`config.mk`:
```
export PLATFORM = sky130hd
export DESIGN_NAME = plac_ctrl
export DESIGN_NICKNAME = d
export VERILOG_FILES = /design/src/design/plac_pkg.sv /design/src/design/plac_ctrl.sv
export SDC_FILE = /design/constraint.sdc
export NUM_CORES = 1
export LEC_CHECK = 0
export BUFFER_PORTS_ARGS = -buffer_cell sky130_fd_sc_hd__buf_4
export CORE_MARGIN = 3
export CORE_UTILIZATION = 39
export CTS_CLUSTER_DIAMETER = 100
export CTS_CLUSTER_SIZE = 28
export DETAILED_ROUTE_END_ITERATION = 8
export GPL_ROUTABILITY_DRIVEN = 0
export PLACE_DENSITY = 0.66
export SLEW_MARGIN = 20
export SYNTH_ARGS = -nofsm -noshare
export SYNTH_HDL_FRONTEND = slang
export SYNTH_SLANG_ARGS = --single-unit
```
`constraint.sdc`:
```
create_clock -name clk_i -period 4.4 [get_ports clk_i]
set_clock_uncertainty 0.2 [all_clocks]
set_input_delay 0 -clock clk_i [delete_from_list [all_inputs] [get_ports clk_i]]
set_output_delay 0 -clock clk_i [all_outputs]
set_load 0.02 [all_outputs]
```
`src/design/plac_pkg.sv`:
```
// ----------------------------------------------------------------------------
// plac_pkg
// Shared types and constants of the path loop and containment block.
// ----------------------------------------------------------------------------
package plac_pkg;

  localparam int PT_DEPTH_DEF    = 512;
  localparam int COORD_BITS_DEF  = 16;
  localparam int MIN_LOOP_POINTS = 4;

  localparam logic [9:0] PATH_LIMIT_RST = 10'd512;

  // request codes
  localparam logic [1:0] REQ_APPEND = 2'd0;
  localparam logic [1:0] REQ_LOOP   = 2'd1;
  localparam logic [1:0] REQ_INSIDE = 2'd2;
  localparam logic [1:0] REQ_UNUSED = 2'd3;

  // register index of path_limit
  localparam logic REG_PATH_LIMIT = 1'b0;

  // controller to datapath commands
  typedef struct packed {
    logic take_in;
    logic clr_res;
    logic append;
    logic rd_en;
    logic cap_a0;
    logic cap_a1;
    logic cap_q0;
    logic cap_q1;
    logic shift_q;
    logic lp_mul;
    logic lp_cmp;
    logic cap_pj;
    logic cap_pi;
    logic pp_mul;
    logic pp_cmp;
    logic out_load;
  } plac_cmd_t;

  // datapath to controller status
  typedef struct packed {
    logic out_free;
    logic lp_hit;
  } plac_st_t;

endpackage

```
`src/design/plac_ctrl.sv`:
```
// ----------------------------------------------------------------------------
// plac_ctrl
// Sequencer for append, segment pair walk and ray crossing walk.
// ----------------------------------------------------------------------------
module plac_ctrl import plac_pkg::*; #(
  parameter int PT_DEPTH = PT_DEPTH_DEF,
  parameter int AW       = $clog2(PT_DEPTH),
  parameter int CW       = $clog2(PT_DEPTH + 1)
) (
  input  logic          clk_i,
  input  logic          rst_ni,
  input  logic          in_valid_i,
  input  logic [1:0]    in_req_i,
  output logic          in_ready_o,
  input  logic [CW-1:0] cnt_i,
  input  plac_st_t      st_i,
  output plac_cmd_t     cmd_o,
  output logic [AW-1:0] k_o
);

  localparam logic [3:0] S_IDLE  = 4'd0;
  localparam logic [3:0] S_APP   = 4'd1;
  localparam logic [3:0] S_FIN   = 4'd2;
  localparam logic [3:0] S_LA0   = 4'd3;
  localparam logic [3:0] S_LA1   = 4'd4;
  localparam logic [3:0] S_LB0   = 4'd5;
  localparam logic [3:0] S_LB1   = 4'd6;
  localparam logic [3:0] S_LC    = 4'd7;
  localparam logic [3:0] S_LD    = 4'd8;
  localparam logic [3:0] S_LE    = 4'd9;
  localparam logic [3:0] S_PINIT = 4'd10;
  localparam logic [3:0] S_PJ    = 4'd11;
  localparam logic [3:0] S_PI    = 4'd12;
  localparam logic [3:0] S_PM    = 4'd13;
  localparam logic [3:0] S_PE    = 4'd14;

  localparam int NW = CW + 2;

  logic [3:0]    state_q, state_d;
  logic [CW-1:0] i_q, i_d, j_q, j_d;
  logic [NW-1:0] nn, ii, jj, kk;

  assign nn = NW'(cnt_i);
  assign ii = NW'(i_q);
  assign jj = NW'(j_q);

  always_comb begin
    state_d    = state_q;
    i_d        = i_q;
    j_d        = j_q;
    cmd_o      = '0;
    in_ready_o = 1'b0;
    kk         = '0;
    case (state_q)
      S_IDLE: begin
        in_ready_o = 1'b1;
        if (in_valid_i) begin
          cmd_o.take_in = 1'b1;
          cmd_o.clr_res = 1'b1;
          case (in_req_i)
            REQ_APPEND: state_d = S_APP;
            REQ_LOOP: begin
              i_d = '0;
              if (nn < NW'(MIN_LOOP_POINTS)) state_d = S_FIN;
              else state_d = S_LA0;
            end
            REQ_INSIDE: begin
              if (nn == '0) state_d = S_FIN;
              else state_d = S_PINIT;
            end
            default: state_d = S_FIN;
          endcase
        end
      end
      S_APP: begin
        cmd_o.append = 1'b1;
        state_d      = S_FIN;
      end
      S_FIN: begin
        if (st_i.out_free) begin
          cmd_o.out_load = 1'b1;
          state_d        = S_IDLE;
        end
      end
      S_LA0: begin
        cmd_o.rd_en = 1'b1;
        kk          = ii;
        state_d     = S_LA1;
      end
      S_LA1: begin
        cmd_o.cap_a0 = 1'b1;
        cmd_o.rd_en  = 1'b1;
        kk           = ii + NW'(1);
        state_d      = S_LB0;
      end
      S_LB0: begin
        cmd_o.cap_a1 = 1'b1;
        cmd_o.rd_en  = 1'b1;
        kk           = ii + NW'(2);
        j_d          = CW'(ii + NW'(2));
        state_d      = S_LB1;
      end
      S_LB1: begin
        cmd_o.cap_q0 = 1'b1;
        cmd_o.rd_en  = 1'b1;
        kk           = jj + NW'(1);
        state_d      = S_LC;
      end
      S_LC: begin
        cmd_o.cap_q1 = 1'b1;
        state_d      = S_LD;
      end
      S_LD: begin
        cmd_o.lp_mul = 1'b1;
        state_d      = S_LE;
      end
      S_LE: begin
        cmd_o.lp_cmp = 1'b1;
        if (st_i.lp_hit) begin
          state_d = S_FIN;
        end else if (jj + NW'(2) < nn) begin
          // slide the second segment one point on
          j_d           = CW'(jj + NW'(1));
          cmd_o.shift_q = 1'b1;
          cmd_o.rd_en   = 1'b1;
          kk            = jj + NW'(2);
          state_d       = S_LC;
        end else if (ii + NW'(4) < nn) begin
          i_d     = CW'(ii + NW'(1));
          state_d = S_LA0;
        end else begin
          state_d = S_FIN;
        end
      end
      S_PINIT: begin
        cmd_o.rd_en = 1'b1;
        kk          = nn - NW'(1);
        state_d     = S_PJ;
      end
      S_PJ: begin
        cmd_o.cap_pj = 1'b1;
        cmd_o.rd_en  = 1'b1;
        i_d          = '0;
        kk           = '0;
        state_d      = S_PI;
      end
      S_PI: begin
        cmd_o.cap_pi = 1'b1;
        state_d      = S_PM;
      end
      S_PM: begin
        cmd_o.pp_mul = 1'b1;
        state_d      = S_PE;
      end
      S_PE: begin
        cmd_o.pp_cmp = 1'b1;
        if (ii + NW'(1) < nn) begin
          i_d         = CW'(ii + NW'(1));
          cmd_o.rd_en = 1'b1;
          kk          = ii + NW'(1);
          state_d     = S_PI;
        end else begin
          state_d = S_FIN;
        end
      end
      default: state_d = S_IDLE;
    endcase
  end

  assign k_o = kk[AW-1:0];

  always_ff @(posedge clk_i or negedge rst_ni) begin
    if (!rst_ni) begin
      state_q <= S_IDLE;
      i_q     <= '0;
      j_q     <= '0;
    end else begin
      state_q <= state_d;
      i_q     <= i_d;
      j_q     <= j_d;
    end
  end

  a_out_free: assert property (@(posedge clk_i) disable iff (!rst_ni)
    cmd_o.out_load |-> st_i.out_free)
    else $error("result loaded while output register busy");

  a_pair_gap: assert property (@(posedge clk_i) disable iff (!rst_ni)
    (state_q == S_LC || state_q == S_LD || state_q == S_LE) |-> (jj >= ii + NW'(2)))
    else $error("segment pair not separated");

  a_pair_range: assert property (@(posedge clk_i) disable iff (!rst_ni)
    (state_q == S_LE) |-> (jj + NW'(1) < nn))
    else $error("segment end beyond stored points");

endmodule

```
## Yosys cells after proc, flatten, opt, wreduce, memory -nomap -nowiden

Index checks and enable logic that the tools add are counted.

- Flip-flop bits (word level): 24
- Input bits: 17
- Output and inout bits: 26
- Logic and storage cells: 91

- Add/sub/neg operators: 6
- Order comparisons: 4
- Eq/ne operators: 24
- Mux-type cells: 45
- Reduce and logical (&&, ||, !) cells: 9

Operator list:

| kind | number |
|---|---|
| $mux 10 | 8 |
| $pmux 9 s7 | 1 |
| $pmux 4 s15 | 1 |
| $pmux 10 s4 | 1 |
| $lt 11x10->1 | 3 |
| $eq 4x4->1 const B | 7 |
| $mux 9 | 3 |
| $mux 4 | 6 |
| $mux 1 | 20 |
| $pmux 10 s2 | 1 |
| $eq 4x3->1 const B | 4 |
| $ne 2x2->1 const B | 7 |
| $logic_not 12->1 | 1 |
| $pmux 4 s3 | 1 |
| $add 10x1->11 const B | 1 |
| $add 10x2->11 const B | 1 |
| $add 10x3->11 const B | 1 |
| $add 10x1->10 const B | 1 |
| $add 10x2->10 const B | 1 |
| $lt 10x3->1 const B | 1 |
| $sub 9x1->9 const B | 1 |
| $eq 4x2->1 const B | 2 |
| $reduce_and 7->1 | 1 |
| $reduce_or 6->1 | 1 |
| other kinds (12) | 13 |

## Logic depth before layout (Yosys ltp)

Gate-level depths: netlist (run 1).

- Depth in word-level cells: 6
- Mapped depth: 17
- Mapped depth without buffers: 14

## Least setup slack after synthesis (run 1)

No wires, ideal clock.

- Path kind: flip-flop to output port
- Start: register i_q[2]
- End: output port k_o[4]
- Arrival time: 3,323 ps
- Data required time: 4,200 ps
- Setup slack: 877 ps
- Stages on the path, launching flop included: 16
- Buffers on the path: 2
- Cell sequence: dfrtp_1 -> ha_1 -> and3_1 -> clkbuf_1 -> nand2_1 -> xor2_1 -> inv_1 -> ha_1 -> a21o_1 -> a21oi_1 -> o21ai_1 -> a41o_1 -> or3_1 -> nor2b_1 -> buf_2 -> o21ai_0

- Longest elaborated chain between the ends: 4
- Elaborated cells between the ends (all ways): 5
- Classes of those cells: add/sub (2); order compare (1); mux (2)

RTL lines:

| what | RTL line | source |
|---|---|---|
| start, declared | plac_ctrl.sv:40 | `logic [CW-1:0] i_q, i_d, j_q, j_d;` |
| start signal, assigned | plac_ctrl.sv:179 | `i_q <= i_d;` |
| $add 10x1->11 | plac_ctrl.sv:93, plac_ctrl.sv:160 |  |
| $lt 11x10->1 | plac_ctrl.sv:157 | `if (ii + NW'(1) < nn) begin` |
| $mux 9 | plac_ctrl.sv:157 |  |
| $pmux 9 s7 (*) | plac_ctrl.sv:54 | `case (state_q)` |
| end, declared | plac_ctrl.sv:18 | `output logic [AW-1:0] k_o` |

Every way passes the cells marked *; elsewhere a longest branch is shown, timed or not.

## Worst setup path in the final report (run 1)

- Start: register i_q[2]
- End: output port k_o[2]

Same word-level chain as after synthesis.

==> impl_results.md, run 1 <==
* Status: complete, no violations
* Fraction of layout cells with a size suffix above 1 at 0.1429
* Critical Path RT at 4.20 ns
* Clock latency on the worst-skew pair at 0.27 ns
* Post-Syn Instances at 431
* Final slew viol count at 0
* Distinct cell type count after synthesis at 60
* PwrDens at 426.2 nW/um2
* Row count at 32
* Vias in the first global route at 3,162
* DRT iter0 DRCs at 332
* DR WL/cell at 18.41 um
* Die Wd at 96.95 um
* Worst slew margin at 0.5558
* Ports at 43
* Post-route insts no fill at 557
* First-pass GRT wire length at 16,470 um
* Final net count at 509
* Top cells by area, synth: dfrtp_1, ha_1, xnor2_1
* Clk slew on worst S/H paths at 0.09 ns
* Number of failing hold endpoints at the final stage at 0
* Hold WS at 0.003522 ns
* DR vias at 3,357
* Net Count, Synth at 483
* Setup violations, final at 0
* Core outline area at 7888 um2
* DIE AREA at 9398 um2
* FF-to-FF Start: i_q[2]$_DFFE_PN0P_
* Maximum vdd ir drop at 0.3294 mV
* H-tree depth at 1
* Crit path max fanout at 9
* Largest net degree at the start of global routing at 25
* TritonCTS Buffers at 3
* CTS tree: yes
* Average cell area after synthesis at 7.484 um2
* CP Launch Point: i_q[2]$_DFFE_PN0P_
* Clk sink count at 24
* Worst Setup Path Type: flop to output pin
* Clock Path Buffers at 2
* Hold WC Path Type: input pin to flop
* Register-to-Register Path Depth at 14
* Sequential share of the synthesized area at 0.1862
* Max-cap violations at 0
* Antenna violations before repair at 0
* Actual slew at the worst max-slew pin at 0.6627 ns
* PortBufs at 42
* CP arrival at 3.93 ns
* Largest area contributor in the netlist: dfrtp_1
* Mapped cell area at 3226 um2
* Ys async rst share at 1.000
* Setup_tns at 0 ns
* Crit Reg-Reg Endpoint: i_q[0]$_DFFE_PN0P_
* Antenna-violating nets left at 0
* Post-layout util at 0.4630
* Top FF cell, synth: dfrtp_1
* Post-layout min period at 4.125 ns
* Post-synth EDFFs at 0
* Drc violations at 0
* Tcrit/Tclk final at 0.9375
* Top-area cell type share of the netlist area at 0.1862
* Reg2Reg Setup Slack at 0.59 ns
* Post-CTS Repair Setup Buffers at 0
* CP endpoint: k_o[2]
* # diodes at 0
* Placed Cells incl. Taps at 547
* #FFs+latches synth at 24
* GRT overflow at 0
* Vias per inst at 6.027
* Cell with the most instances after synthesis: nand2_1
* Leakage at 1.780 nW
* Hpwl dp at 8110 um
* Pre-antenna DRT Iters at 5
* Post-Route WL at 10,260 um
* Total GRT Usage at 0.2117
* Die height at 96.95 um
* Critical Path Sink Type: output pin
* Syn-to-layout area delta at 13.23%
* Syn. warnings at 0
* RSZ-0062 raised after global routing: no
* F_max at 0.2424 GHz
* Most instantiated cells after synthesis: nand2_1, ha_1, nor2_1
* Fill cells at 764
* Startpoint Class: flop
* Starting Density at 0.4089
* Root Driver: clkbuf_8
-- metrics by stage --
| step | power (W) | worst slack (ns) | cell area, um2 |
|---|---|---|---|
| finish | 0.001556 | 0.2748 | 3652 |
| global route | 0.001675 | 0.01855 | 3652 |
| CTS | 0.001536 | 0.07691 | 3647 |
| detailed placement | 0.001382 | 0.3805 | 3526 |
| global placement | 0.001372 | 0.4815 | 3526 |
| floorplan | 0.001100 | 0.8766 | 3226 |
-- registers in the layout, indices dropped and copies added (netlist names) --
name and count:
i_q 10, j_q 10, state_q 4
-- worst min-delay path by stage --
stage,startpoint,end,cells past startpoint
floorplan,rst_ni,i_q[0]$_DFFE_PN0P_,0
global placement,rst_ni,i_q[8]$_DFFE_PN0P_,1
detailed placement,rst_ni,i_q[8]$_DFFE_PN0P_,1
CTS,st_i[0],state_q[2]$_DFFE_PN0P_,4
global route,st_i[0],state_q[2]$_DFFE_PN0P_,4
finish,st_i[0],state_q[2]$_DFFE_PN0P_,4
-- final cells by class --
type / count / area (um2) / area share
Timing Repair Buffer: 50 / 402.9 / 0.1103
Tap cell: 102 / 127.6 / 0.03494
Sequential cell: 24 / 603.1 / 0.1651
Inverter: 27 / 101.3 / 0.02775
Multi-Input combinational cell: 351 / 2376 / 0.6506
Clock buffer: 3 / 41.29 / 0.01131
-- placed cells by master (no fill, tap or decap), types with 2 or more instances in the layout --
master,n
nor2_1,31
o2111ai_1,2
nand3_1,22
inv_1,26
dfrtp_1,22
a22oi_1,4
and3_1,8
a21o_1,5
a211oi_1,4
o21ai_1,5
nor4_1,4
buf_4,43
dlygate4sd3_1,6
o22ai_1,6
nand2b_1,5
nor3_1,8
clkbuf_8,3
ha_1,35
or2_2,2
a31oi_1,5
nand4_1,9
xnor2_1,22
xor2_1,18
o221ai_1,5
o211ai_1,2
o21ai_0,29
a21oi_1,28
a22o_1,9
o32ai_1,2
or3_1,4
a221oi_1,2
dfrtp_2,2
nor2b_1,6
nand2_1,44
-- power breakdown --
group	switching (W)	internal (W)
clock network	0.0000784	0.0000615
logic	0.000600	0.000391
registers	0.000148	0.000277
-- what timing repair did --
action,in CTS,in global routing
endpoints found under the hold margin,26,0
endpoints found under the setup margin,0,6
hold buffers,7,0
resized for setup,0,3
-- routing by layer --
layer | vias to the layer above | global-route usage | part of all wire
met5 | - | 0 | 0
li1 | 1602 | - | -
met4 | 0 | 0.05832 | 0.024
met3 | 19 | 0.02596 | 0.079
met2 | 167 | 0.3386 | 0.45
met1 | 1569 | 0.2996 | 0.44
-- critical path, cell delays in order (launching register included) --
cell	delay [ns]
dfrtp_1	0.56
ha_1	0.33
nand4_1	0.23
xor2_1	0.25
inv_1	0.06
ha_1	0.33
nand4_1	0.09
and3_1	0.18
o21ai_1	0.09
a41o_1	0.28
or3_1	0.23
nor2b_2	0.38
nor2_1	0.07
a2111o_1	0.40
buf_4	0.17
-- cells by family (layout without fill, tap and decap cells) --
logic type / Yosys count / count (layout) / share of synthesized area
xor gates and xnor gates: 40 / 40 / 0.1086
adders and majority gates: 35 / 35 / 0.1358
buffers and inverters: 56 / 80 / 0.07796
AOI/OAI and AO/OA: 121 / 121 / 0.2486
and+or+nand+nor: 152 / 152 / 0.2316
DFF: 24 / 24 / 0.1862
muxes: 3 / 3 / 0.01125
Power figures use the tool's default switching activity.
==> run 2, diff against run 1 <==
Settings changed: CELL_PAD_IN_SITES_DETAIL_PLACEMENT set to 1, CELL_PAD_IN_SITES_GLOBAL_PLACEMENT set to 2, CORE_UTILIZATION 39 to 34, PLACE_DENSITY 0.66 to 0.89.
==> run 2 against run 1 <==
Against the previous run: sequential power decreased by 4%; largest cell class unchanged; non-clock buffer count grew 2; via count rose by 1.8%; largest power group unchanged.
==> impl_results.md, run 2 (synthesized netlist as in run 1, its figures left out) <==
* Total GRT Usage at 0.2292
* Antenna-violating nets left at 0
* Post-layout util at 0.4126
* Starting Density at 0.3594
* Post-route insts no fill at 583
* Number of failing hold endpoints at the final stage at 0
* PortBufs at 42
* TritonCTS Buffers at 3
* Row count at 34
* Hold WC Path Type: input pin to flop
* Vias per inst at 5.859
* Worst Setup Path Type: flop to output pin
* Fill cells at 1,136
* Clk sink count at 24
* Setup violations, final at 0
* H-tree depth at 1
* Most common cell after layout, fill and taps aside: buf_4
* Antenna violations before repair at 0
* Status: complete, no violations
* GRT overflow at 0
* Die Wd at 103.4 um
* DR WL/cell at 20.48 um
* Final net count at 511
* Setup_tns at 0 ns
* Maximum vdd ir drop at 0.3159 mV
* Multi-input gate area at 2381 um2
* DR vias at 3,416
* Post-route cell area at 3704 um2
* Crit path max fanout at 9
* Core outline area at 8976 um2
* Leakage at 1.797 nW
* Hpwl dp at 9429 um
* Ports at 43
* Syn-to-layout area delta at 14.82%
* Post-CTS Repair Setup Buffers at 0
* F_max at 0.2447 GHz
* Die height at 103.4 um
* Most frequent cells in the layout: buf_4, nand2_1, ha_1, nor2_1, o21ai_0
* DRT iter0 DRCs at 179
* PwrDens at 433.1 nW/um2
* Tcrit/Tclk final at 0.9289
* Vias in the first global route at 3,528
* # diodes at 0
* Worst slew margin at 0.5279
* Pre-antenna DRT Iters at 6
* Clock latency on the worst-skew pair at 0.28 ns
* DIE AREA at 10,690 um2
* RSZ-0062 raised after global routing: no
* Final worst slack at 0.3126 ns
* Largest net degree at the start of global routing at 25
* Final slew viol count at 0
* Fraction of layout cells with a size suffix above 1 at 0.1488
* Dpl ws at 0.2811 ns
* Actual slew at the worst max-slew pin at 0.7043 ns
* Clock Path Buffers at 2
* Drc violations at 0
* CP arrival at 3.89 ns
* Clk slew on worst S/H paths at 0.09 ns
* Max-cap violations at 0
* Root Driver: clkbuf_8
* Critical Path Sink Type: output pin
* First-pass GRT wire length at 18,900 um
* CTS tree: yes
* Startpoint Class: flop
* Post-Route WL at 11,940 um
* Critical Path RT at 4.20 ns
* Register Area at 604.3 um2
* Area post-placement at 3571 um2
* Placed Cells incl. Taps at 573
* Post-layout min period at 4.087 ns
* Top Registers: i_q x10, j_q x10, state_q x4
## run 2: per-stage QoR
stage                     hold slack, ns  total power, W
final                            0.01521        0.001604
after global routing             0.03344        0.001737
after CTS                        0.01495        0.001599
after detailed placement         -0.2614        0.001432
after global placement           -0.2687        0.001407
after floorplan                  -0.4956        0.001100
## run 2: layer usage
layer / vias to the layer above / GRT usage / part of all wire
li1: 1605 / - / -
met1: 1657 / 0.3047 / 0.45
met2: 119 / 0.3721 / 0.46
met3: 35 / 0.02951 / 0.048
met4: 0 / 0.09861 / 0.041
met5: - / 0 / 0
## run 2: final timing paths
check / from / endpoint / slack, ns / cells after the start
max: i_q[2]$_DFFE_PN0P_ / k_o[1] / 0.31 / 15
min: st_i[0] / state_q[2]$_DFFE_PN0P_ / 0.02 / 4
max reg2reg: i_q[2]$_DFFE_PN0P_ / i_q[0]$_DFFE_PN0P_ / 0.57 / 14
min reg2reg: j_q[9]$_DFFE_PN0P_ / j_q[9]$_DFFE_PN0P_ / 0.44 / 2
max in group asynchronous: rst_ni / i_q[2]$_DFFE_PN0P_ / 3.31 / 4
min in group asynchronous: rst_ni / i_q[8]$_DFFE_PN0P_ / 0.52 / 4
## run 2: what timing repair did
action / CTS / global route
hold buffers: 7 / 0
endpoints found under the setup margin: 1 / 8
gates cloned: 0 / 0
hold endpoints to repair: 26 / 0
gates resized for setup: 1 / 4
## run 2: cell type report
cell class,instances,area share
well taps,126,0.04257
repair buffers,52,0.1128
inverters,27,0.02736
flip-flops and latches,24,0.1632
multi-input cells,351,0.6429
clock buffers,3,0.01115
## run 2: power by group
part	total [W]	internal (W)	switching [W]
Sequential	0.000407	0.000277	0.000130
Combinational	0.00105	0.000401	0.000653
Clock	0.000144	0.0000617	0.0000821
Total	0.00160	0.000740	0.000864
## run 2: critical path: stages (launching register included)
cell and delay, ns:
dfrtp_2 0.50, ha_1 0.35, and3_1 0.35, nand2_1 0.10, xor2_1 0.20, inv_1 0.10, ha_1 0.19, a21o_1 0.17
a21oi_1 0.14, o21ai_1 0.08, a41o_1 0.27, or3_1 0.43, nor2b_4 0.20, nand2b_1 0.20, o2111ai_1 0.12, buf_4 0.20
==> run 3, diff against run 2 <==
Settings changed: ABC_AREA set to 1, CORE_UTILIZATION 34 to 35, PLACE_DENSITY 0.89 to 0.95.
Clock period 4.4 ns to 5 ns, I/O delays scaled along.
==> run 3 against run 2 <==
Against the previous run: global-route usage grew 0.20 points; via count grew 9.2%; hold slack gained 0.023 ns; sequential cell count is the same; core utilization grew 0.86 points; register-to-register slack gained 0.72 ns; wire length grew 4.9%; clock-buffer cell count grew 1; highest routed layer unchanged; largest cell class unchanged; die area grew 0.93%.
==> impl_results.md, run 3 <==
* Row count at 35
* Drc violations at 0
* DR vias at 3,729
* Final worst slack at 1.294 ns
* Largest net degree at the start of global routing at 25
* Fill cells at 1,263
* Post-CTS Resized at 0
* DRT iter0 DRCs at 163
* Post-Route WL at 12,530 um
* Tcrit/Tclk final at 0.7412
* Ys async rst share at 1.000
* Vias per inst at 5.335
* Critical Path RT at 4.96 ns
* Die height at 103.9 um
* PortBufs at 42
* Core outline area at 9284 um2
* Antenna violations before repair at 0
* Most common cell after layout, fill and taps aside: nand2_1
* Most common cell on crit path: nand2_1
* Clock Path Buffers at 2
* Post-CTS Repair Setup Buffers at 0
* Root Driver: clkbuf_8
* Worst Setup Path Type: flop to flop
* Hpwl dp at 10,310 um
* H-tree depth at 1
* Top cells by area, synth: dfrtp_1, nand2_1, ha_1
* Hold WC Path Type: input pin to flop
* Ports at 43
* Pre-antenna DRT Iters at 5
* Die Wd at 103.9 um
* Sequential share of the synthesized area at 0.1791
* Crit-path max cell delay at 0.56 ns
* FF-to-FF Start: i_q[2]$_DFFE_PN0P_
* Setup_tns at 0 ns
* Syn. warnings at 0
* Crit Reg-Reg Endpoint: state_q[1]$_DFFE_PN0P_
* #FFs+latches synth at 24
* Clk pwr share at 0.105
* CTS tree: yes
* Status: complete, no violations
* Post-layout min period at 3.706 ns
* CP Launch Point: i_q[2]$_DFFE_PN0P_
* Setup violations, final at 0
* Distinct cell type count after synthesis at 42
* Largest area contributor in the netlist: dfrtp_1
* Switching power at 0.0007525 W
* Final slew viol count at 0
* Most frequent cells in the layout: nand2_1, inv_1, nor2_1, buf_4, ha_1
* Internal Power at 0.0006282 W
* Reg2Reg Setup Slack at 1.29 ns
* Starting Density at 0.3612
* Hold path cells at 6
* Slowest CP cell: dlygate4sd3_1
* TritonCTS Buffers at 3
* Top Registers: i_q x10, j_q x10, state_q x4
* Max-cap violations at 0
* Hold wc startpoint: in_req_i[0]
* First-pass GRT wire length at 20,010 um
* RSZ-0062 raised after global routing: no
* Final net count at 623
* Mapped cell area at 3353 um2
* CP cell instances: ha_1 -> nand3_1 -> xor2_1 -> inv_1 -> nand2_1 -> o21ai_0 -> ha_1 -> a21oi_1 -> o21a_1 -> nor2_1 -> nor2_2 -> nand2_2 -> nand2_4 -> nand3_1 -> nand2_1 -> nand2_1 -> dlygate4sd3_1
* Area post-placement at 3755 um2
* Clk sink count at 24
* Net Count, Synth at 577
* Actual slew at the worst max-slew pin at 0.6311 ns
* Cell with the most instances after synthesis: nand2_1
* Clock latency on the worst-skew pair at 0.28 ns
* Syn-to-layout area delta at 16.60%
* Average cell area after synthesis at 6.387 um2
* Multi-input gate area at 2367 um2
* Top FF cell, synth: dfrtp_1
* Post-route cell area at 3910 um2
* Combinational fraction of design power at 0.668
* Register-to-Register Path Depth at 17
* Post-synth EDFFs at 0
* Register Area at 600.6 um2
* DR WL/cell at 17.92 um
* Vias in the first global route at 3,765
* Maximum vdd ir drop at 0.1148 mV
* # diodes at 0
* Total GRT Usage at 0.2312
* Number of failing hold endpoints at the final stage at 0
* Dpl ws at 1.789 ns
* Critical Path Sink Type: flop
* Leakage at 2.072 nW
* Hold Path Sink: state_q[3]$_DFFE_PN0P_
* DIE AREA at 10,790 um2
* Antenna-violating nets left at 0
* Seq pwr share at 0.227
* Clk slew on worst S/H paths at 0.10 ns
* Most instantiated cells after synthesis: nand2_1, inv_1, nor2_1
* Post-Syn Instances at 525
* GRT overflow at 0
* Fraction of layout cells with a size suffix above 1 at 0.1544
* CP arrival at 3.67 ns
* Crit path max fanout at 12
* Post-CTS Hold Fix Bufs at 9
* F_max at 0.2699 GHz
* Worst slew margin at 0.5749
* Top-area cell type share of the netlist area at 0.1791
* PwrDens at 353.1 nW/um2
* Net Sw Frac at 0.5450
* Startpoint Class: flop
## run 3: per-stage QoR
step	hold WS, ns	util	total power [W]	cells
floorplan	-0.4956	-	0.0008982	525
global placement	-0.2631	0.4044	0.001171	686
detailed placement	-0.2608	0.4044	0.001200	686
CTS	0.02007	0.4212	0.001378	699
global route	0.1014	0.4212	0.001489	699
finish	0.03784	0.4212	0.001381	699
## run 3: logic make-up (layout without fill, tap and decap cells)
kind of cell / after synthesis / count (layout) / synth area share
compound gates: 77 / 77 / 0.1299
mux: 1 / 1 / 0.002985
buf+inv: 92 / 137 / 0.1149
fa+ha+maj: 35 / 35 / 0.1306
simple gates: 273 / 273 / 0.3825
xor+xnor: 23 / 23 / 0.06007
flops: 24 / 24 / 0.1791
## run 3: critical path, delay by kind of cell (launching register included)
family	cells	cell delay (ns)
XOR/XNOR	1	0.17
AO/OA/AOI/OAI	3	0.54
AND/OR/NAND/NOR	9	0.84
adder cells (fa/ha/maj)	2	0.67
buffers and inverters	2	0.64
flip-flops	1	0.51
## run 3: layer usage
layer / vias up / GRT usage / share of wire
met1: 1798 / 0.3087 / 0.47
li1: 1816 / - / -
met4: 0 / 0.03989 / 0.014
met5: - / 0 / 0
met2: 97 / 0.4044 / 0.48
met3: 18 / 0.02917 / 0.042
## run 3: area by class of cell
type	instances	area share
timing repair buffer	51	0.1062
sequential	24	0.1536
tap	129	0.04128
clock buffer	4	0.01408
multi-input combinational	409	0.6054
inverter	82	0.07936
## run 3: worst max path at each step
stage / end / slack, ns / cells after the start
5_1_grt: state_q[1]$_DFFE_PN0P_ / 1.04 / 17
6_report: state_q[1]$_DFFE_PN0P_ / 1.29 / 17
4_1_cts: state_q[1]$_DFFE_PN0P_ / 1.36 / 17
3_3_place_gp: i_q[1]$_DFFE_PN0P_ / 1.90 / 18
3_5_place_dp: i_q[0]$_DFFE_PN0P_ / 1.79 / 18
2_1_floorplan: i_q[0]$_DFFE_PN0P_ / 2.35 / 18
## run 3: power by group through the flow
stage / logic [W] / registers, W / clock network [W]
finish: 0.000922 / 0.000313 / 0.000146
CTS: 0.000914 / 0.000311 / 0.000153
global placement: 0.000861 / 0.000309 / 0
global route: 0.00101 / 0.000322 / 0.000157
floorplan: 0.000604 / 0.000294 / 0
detailed placement: 0.000884 / 0.000316 / 0
